`config.mk`:
```
export PLATFORM = sky130hd
export DESIGN_NAME = hbmm_ram
export DESIGN_NICKNAME = d
export VERILOG_FILES = /design/src/rtl/core/hbmm_ram.sv
export SDC_FILE = /design/constraint.sdc
export NUM_CORES = 2
export LEC_CHECK = 0
export ABC_AREA = 1
export BUFFER_PORTS_ARGS = -buffer_cell sky130_fd_sc_hd__buf_2
export CELL_PAD_IN_SITES_DETAIL_PLACEMENT = 1
export CELL_PAD_IN_SITES_GLOBAL_PLACEMENT = 1
export CORE_UTILIZATION = 25
export CTS_CLUSTER_DIAMETER = 150
export DETAILED_ROUTE_END_ITERATION = 7
export PLACE_DENSITY = 0.54
export SLEW_MARGIN = 15
export SYNTH_ARGS = -nofsm -noshare
export SYNTH_HDL_FRONTEND = slang
export SYNTH_SLANG_ARGS = --single-unit
```
`constraint.sdc`:
```
create_clock -name clk -period 3.31 [get_ports clk]
set_clock_uncertainty 0.2 [all_clocks]
set_input_delay 0.662 -clock clk [delete_from_list [all_inputs] [get_ports clk]]
set_output_delay 0.662 -clock clk [all_outputs]
set_load 0.05 [all_outputs]
```
`src/rtl/core/hbmm_ram.sv`:
```
// Single-port RAM with registered read data.
module hbmm_ram #(
	parameter int WIDTH = 8,
	parameter int DEPTH = 256
) (
	input  logic                     clk,
	input  logic                     en,
	input  logic                     we,
	input  logic [$clog2(DEPTH)-1:0] addr,
	input  logic [WIDTH-1:0]         wdata,
	output logic [WIDTH-1:0]         rdata
);

	logic [WIDTH-1:0] mem [DEPTH];

	always_ff @(posedge clk) begin
		if (en) begin
			if (we) begin
				mem[addr] <= wdata;
			end else begin
				rdata <= mem[addr];
			end
		end
	end

endmodule

```
==> metrics.csv <==
stage,metric,value,unit
power_and_ir_drop,power density relative to cell area,557,nW/um^2
sta,transition time at the pin with the least slew margin,852,ps
floorplanning,row cnt,213,
setup_path,startpoint of the worst setup timing path,addr[0],
outcome,run status,"complete, no violations",
power_and_ir_drop,worst vdd rail ir drop,386,uV
route,vias per cell,4.40,
min_path,worst min-delay path class,in -> reg,
sta,Max Freq,314,MHz
yosys,"Distinct cells, synth",14,
setup_path,"Data arrival, critical path",3600,ps
setup_path,endpoint of the lowest-slack register-to-register path,rdata[6],
setup_path,WP data required,3720,ps
floorplanning,starting density of the core,0.252,
route,Via Count,57625,
floorplanning,die outline height,585,um
power_and_ir_drop,Combinational Power Share,0.062,
route,post-route ant nets,0,
yosys,"Net Count, Synth",7979,
global_route,pin count of the biggest net entering global routing,92,
global_route,wire length of the first global-routing pass,413000,um
setup_path,startpoint kind of the worst setup timing path,primary input,
yosys,Seq cells post-synth,2056,
yosys,fraction of the yosys area taken by sequential cells,0.728,
cells_and_area,Syn-to-layout area delta,20.0,%
sta,number of endpoints with negative hold slack in the final report,0,
route,residual DRC count,0,
power_and_ir_drop,switching share of power,0.231,
floorplanning,# IOs,27,
job,Max-cap violations,0,
power_and_ir_drop,static power due to leakage,40.0,nW
floorplanning,floorplan die area,342000,um^2
power_and_ir_drop,proportion of power drawn by the clock network,0.432,
clocking,TritonCTS clock tree,yes,
cells_and_area,post-route core utilization,0.302,
place,post-place setup slack,-876,ps
cells_and_area,Final nets,8430,
global_route,GRT Util Overall,0.162,
yosys,count of synthesis-stage warnings from yosys,0,
setup_path,FF-to-FF path depth,13,
setup_path,timing endpoint of the critical path,rdata[7],
route,number of DRC markers after the initial detailed-route iteration,3615,
global_route,via count of the first global-routing pass,60954,
route,detailed-routing iteration count for the pre-antenna-repair pass,5,
floorplanning,Die W,585,um
clocking,CTS buffer count,225,
route,wire length per cell,21.2,um
place,Placer Congestion,0.803,
yosys,"Cell Area, Synth",84800,um^2
power_and_ir_drop,share of power burned in registers,0.506,
floorplanning,Core Area,337000,um^2
sta,RSZ-0062 raised after global routing,false,
sta,minimum clock period after layout,3190,ps
sta,number of pins with negative max-slew slack in the final report,0,
sta,"Setup violations, final",0,
yosys,synthesized area divided by synthesized cell count,10.7,um^2
cells_and_area,combined flip-flop and latch cell area,61700,um^2
clocking,clock latency on the worst-skew pair,910,ps
clocking,Sink Count,2056,
sta,share of the cycle needed by the critical path after routing,0.963,
clocking,clock slew at the register clock pins of the worst setup and hold paths,60,ps
setup_path,startpoint of the worst register-to-register path,mem[22][6],
yosys,Gate Count Post-Synth,7960,
global_route,global route overflow,0,
setup_path,CP Class,in -> reg,
cells_and_area,number of fill cells in the layout,37559,
power_and_ir_drop,total net switching power,13.1,mW
cells_and_area,area of the multi-input gates,21200,um^2
route,WL final,278000,um
clocking,CTS HTree Levels,4,
place,total half-perimeter wirelength after legalization and detailed placement,176000,um
clocking,Root Buffer,sky130_fd_sc_hd__clkbuf_16,
power_and_ir_drop,internal power summed over all cells,43.6,mW
setup_path,CP Capture Type,register,
cells_and_area,fraction of layout instances using a drive strength above 1,0.112,
place,number of port buffers,26,
setup_path,biggest fanout along the worst timing path,53,
global_route,antenna violations before repair,11,
setup_path,register-to-register path setup slack,460,ps
clocking,number of buffers between clock root and the deepest sink,4,
sta,worst slew margin relative to its limit,0.432,
sta,Final WS setup,121,ps
## logic make-up after synthesis
logic type,synth area share
AOI/OAI and AO/OA,0.00755
buffers and inverters,0.0236
DFF,0.728
and+or+nand+nor,0.241
## per-layer routing
metal | part of all wire | GRT usage | vias to the layer above
li1 | - | - | 27176
met1 | 0.45 | 0.212 | 29234
met2 | 0.49 | 0.283 | 879
met3 | 0.034 | 0.0174 | 336
met4 | 0.025 | 0.0417 | 0
met5 | 0 | 0 | -
## how the worst min path moves through the flow
stage | slack (ps) | startpoint | cells after the start | end
global route | 30 | wdata[7] | 1 | mem[65][7]
global placement | 890 | wdata[4] | 1 | mem[64][4]
CTS | 10 | wdata[1] | 1 | mem[2][1]
floorplan | 560 | wdata[0] | 0 | mem[0][0]
finish | 50 | wdata[7] | 1 | mem[64][7]
detailed placement | 890 | wdata[4] | 1 | mem[64][4]
## synthesized netlist by cell type
cell	number	area (um^2)
sky130_fd_sc_hd__buf_1	35	131
sky130_fd_sc_hd__buf_2	214	1070
sky130_fd_sc_hd__buf_4	5	37.5
sky130_fd_sc_hd__buf_6	9	101
sky130_fd_sc_hd__clkbuf_1	161	604
sky130_fd_sc_hd__clkinv_1	2	7.51
sky130_fd_sc_hd__edfxtp_1	2056	61700
sky130_fd_sc_hd__inv_1	11	41.3
sky130_fd_sc_hd__inv_2	3	11.3
sky130_fd_sc_hd__nand2_1	4695	17600
sky130_fd_sc_hd__nand3_1	256	1280
sky130_fd_sc_hd__nand4_1	40	250
sky130_fd_sc_hd__nor2_1	345	1290
sky130_fd_sc_hd__o21ai_1	128	641
## critical path, cell delays in order
cell and delay, ps:
sky130_fd_sc_hd__buf_8 180, sky130_fd_sc_hd__inv_8 140, sky130_fd_sc_hd__buf_12 230, sky130_fd_sc_hd__buf_4 280, sky130_fd_sc_hd__buf_4 180, sky130_fd_sc_hd__nand2_1 60
sky130_fd_sc_hd__nand2_1 70, sky130_fd_sc_hd__nand2_1 70, sky130_fd_sc_hd__nand3_1 70, sky130_fd_sc_hd__nand2_1 60, sky130_fd_sc_hd__nand2_1 50, sky130_fd_sc_hd__o21ai_1 400
sky130_fd_sc_hd__nand2_1 230, sky130_fd_sc_hd__nor2_1 190, sky130_fd_sc_hd__nor2_1 60, sky130_fd_sc_hd__nor2_1 460, sky130_fd_sc_hd__nand2_1 110
## power groups by stage
| stage | Sequential (mW) | Clock (mW) | Combinational, mW |
|---|---|---|---|
| 6_report | 28.7 | 24.5 | 3.54 |
| 5_1_grt | 28.7 | 26.0 | 3.91 |
| 4_1_cts | 28.7 | 25.1 | 3.64 |
| 3_5_place_dp | 29.2 | 0 | 3.62 |
| 3_3_place_gp | 29.2 | 0 | 3.59 |
| 2_1_floorplan | 29.3 | 0 | 1.63 |
## stage by stage
step | TNS (ps) | cell area [um^2] | hold slack, ps | power (mW) | cells
6_report | 0 | 102000 | 47.4 | 56.7 | 13106
4_1_cts | 0 | 102000 | 10.0 | 57.4 | 13104
2_1_floorplan | 0 | 84800 | 561 | 30.9 | 7960
3_3_place_gp | -5150 | 94800 | 886 | 32.8 | 12697
5_1_grt | 0 | 102000 | 33.5 | 58.6 | 13105
3_5_place_dp | -4960 | 94800 | 887 | 32.9 | 12697
## flip-flops by register name, summed over array words and instances (netlist names)
signal and count:
rdata 8, mem 2048
## layout make-up
type	instances	share of cell area
diodes	2	0.0000491
clock buffers	275	0.0576
clock inverters	130	0.0111
inverters	16	0.000836
multi-input cells	5464	0.208
flip-flops and latches	2056	0.606
well taps	4515	0.0555
repair buffers	648	0.0607
## repair_timing
action / 4_1_cts / 5_1_grt
endpoints found under the hold margin: 32 / 0
buffers inserted: 0 / 0
setup endpoints to repair: 0 / 1
resized for setup: 0 / 1
hold buffers: 2 / 0
## cell usage in the layout, fill, tap and decap left out, types with 48 or more instances in the layout
cell type and n:
sky130_fd_sc_hd__nand2_1 4695, sky130_fd_sc_hd__edfxtp_1 2056, sky130_fd_sc_hd__buf_4 518, sky130_fd_sc_hd__nor2_1 338, sky130_fd_sc_hd__nand3_1 248, sky130_fd_sc_hd__clkbuf_16 227, sky130_fd_sc_hd__o21ai_1 128, sky130_fd_sc_hd__buf_12 102
sky130_fd_sc_hd__clkinv_1 64, sky130_fd_sc_hd__clkbuf_1 48
Power figures use the tool's default switching activity.
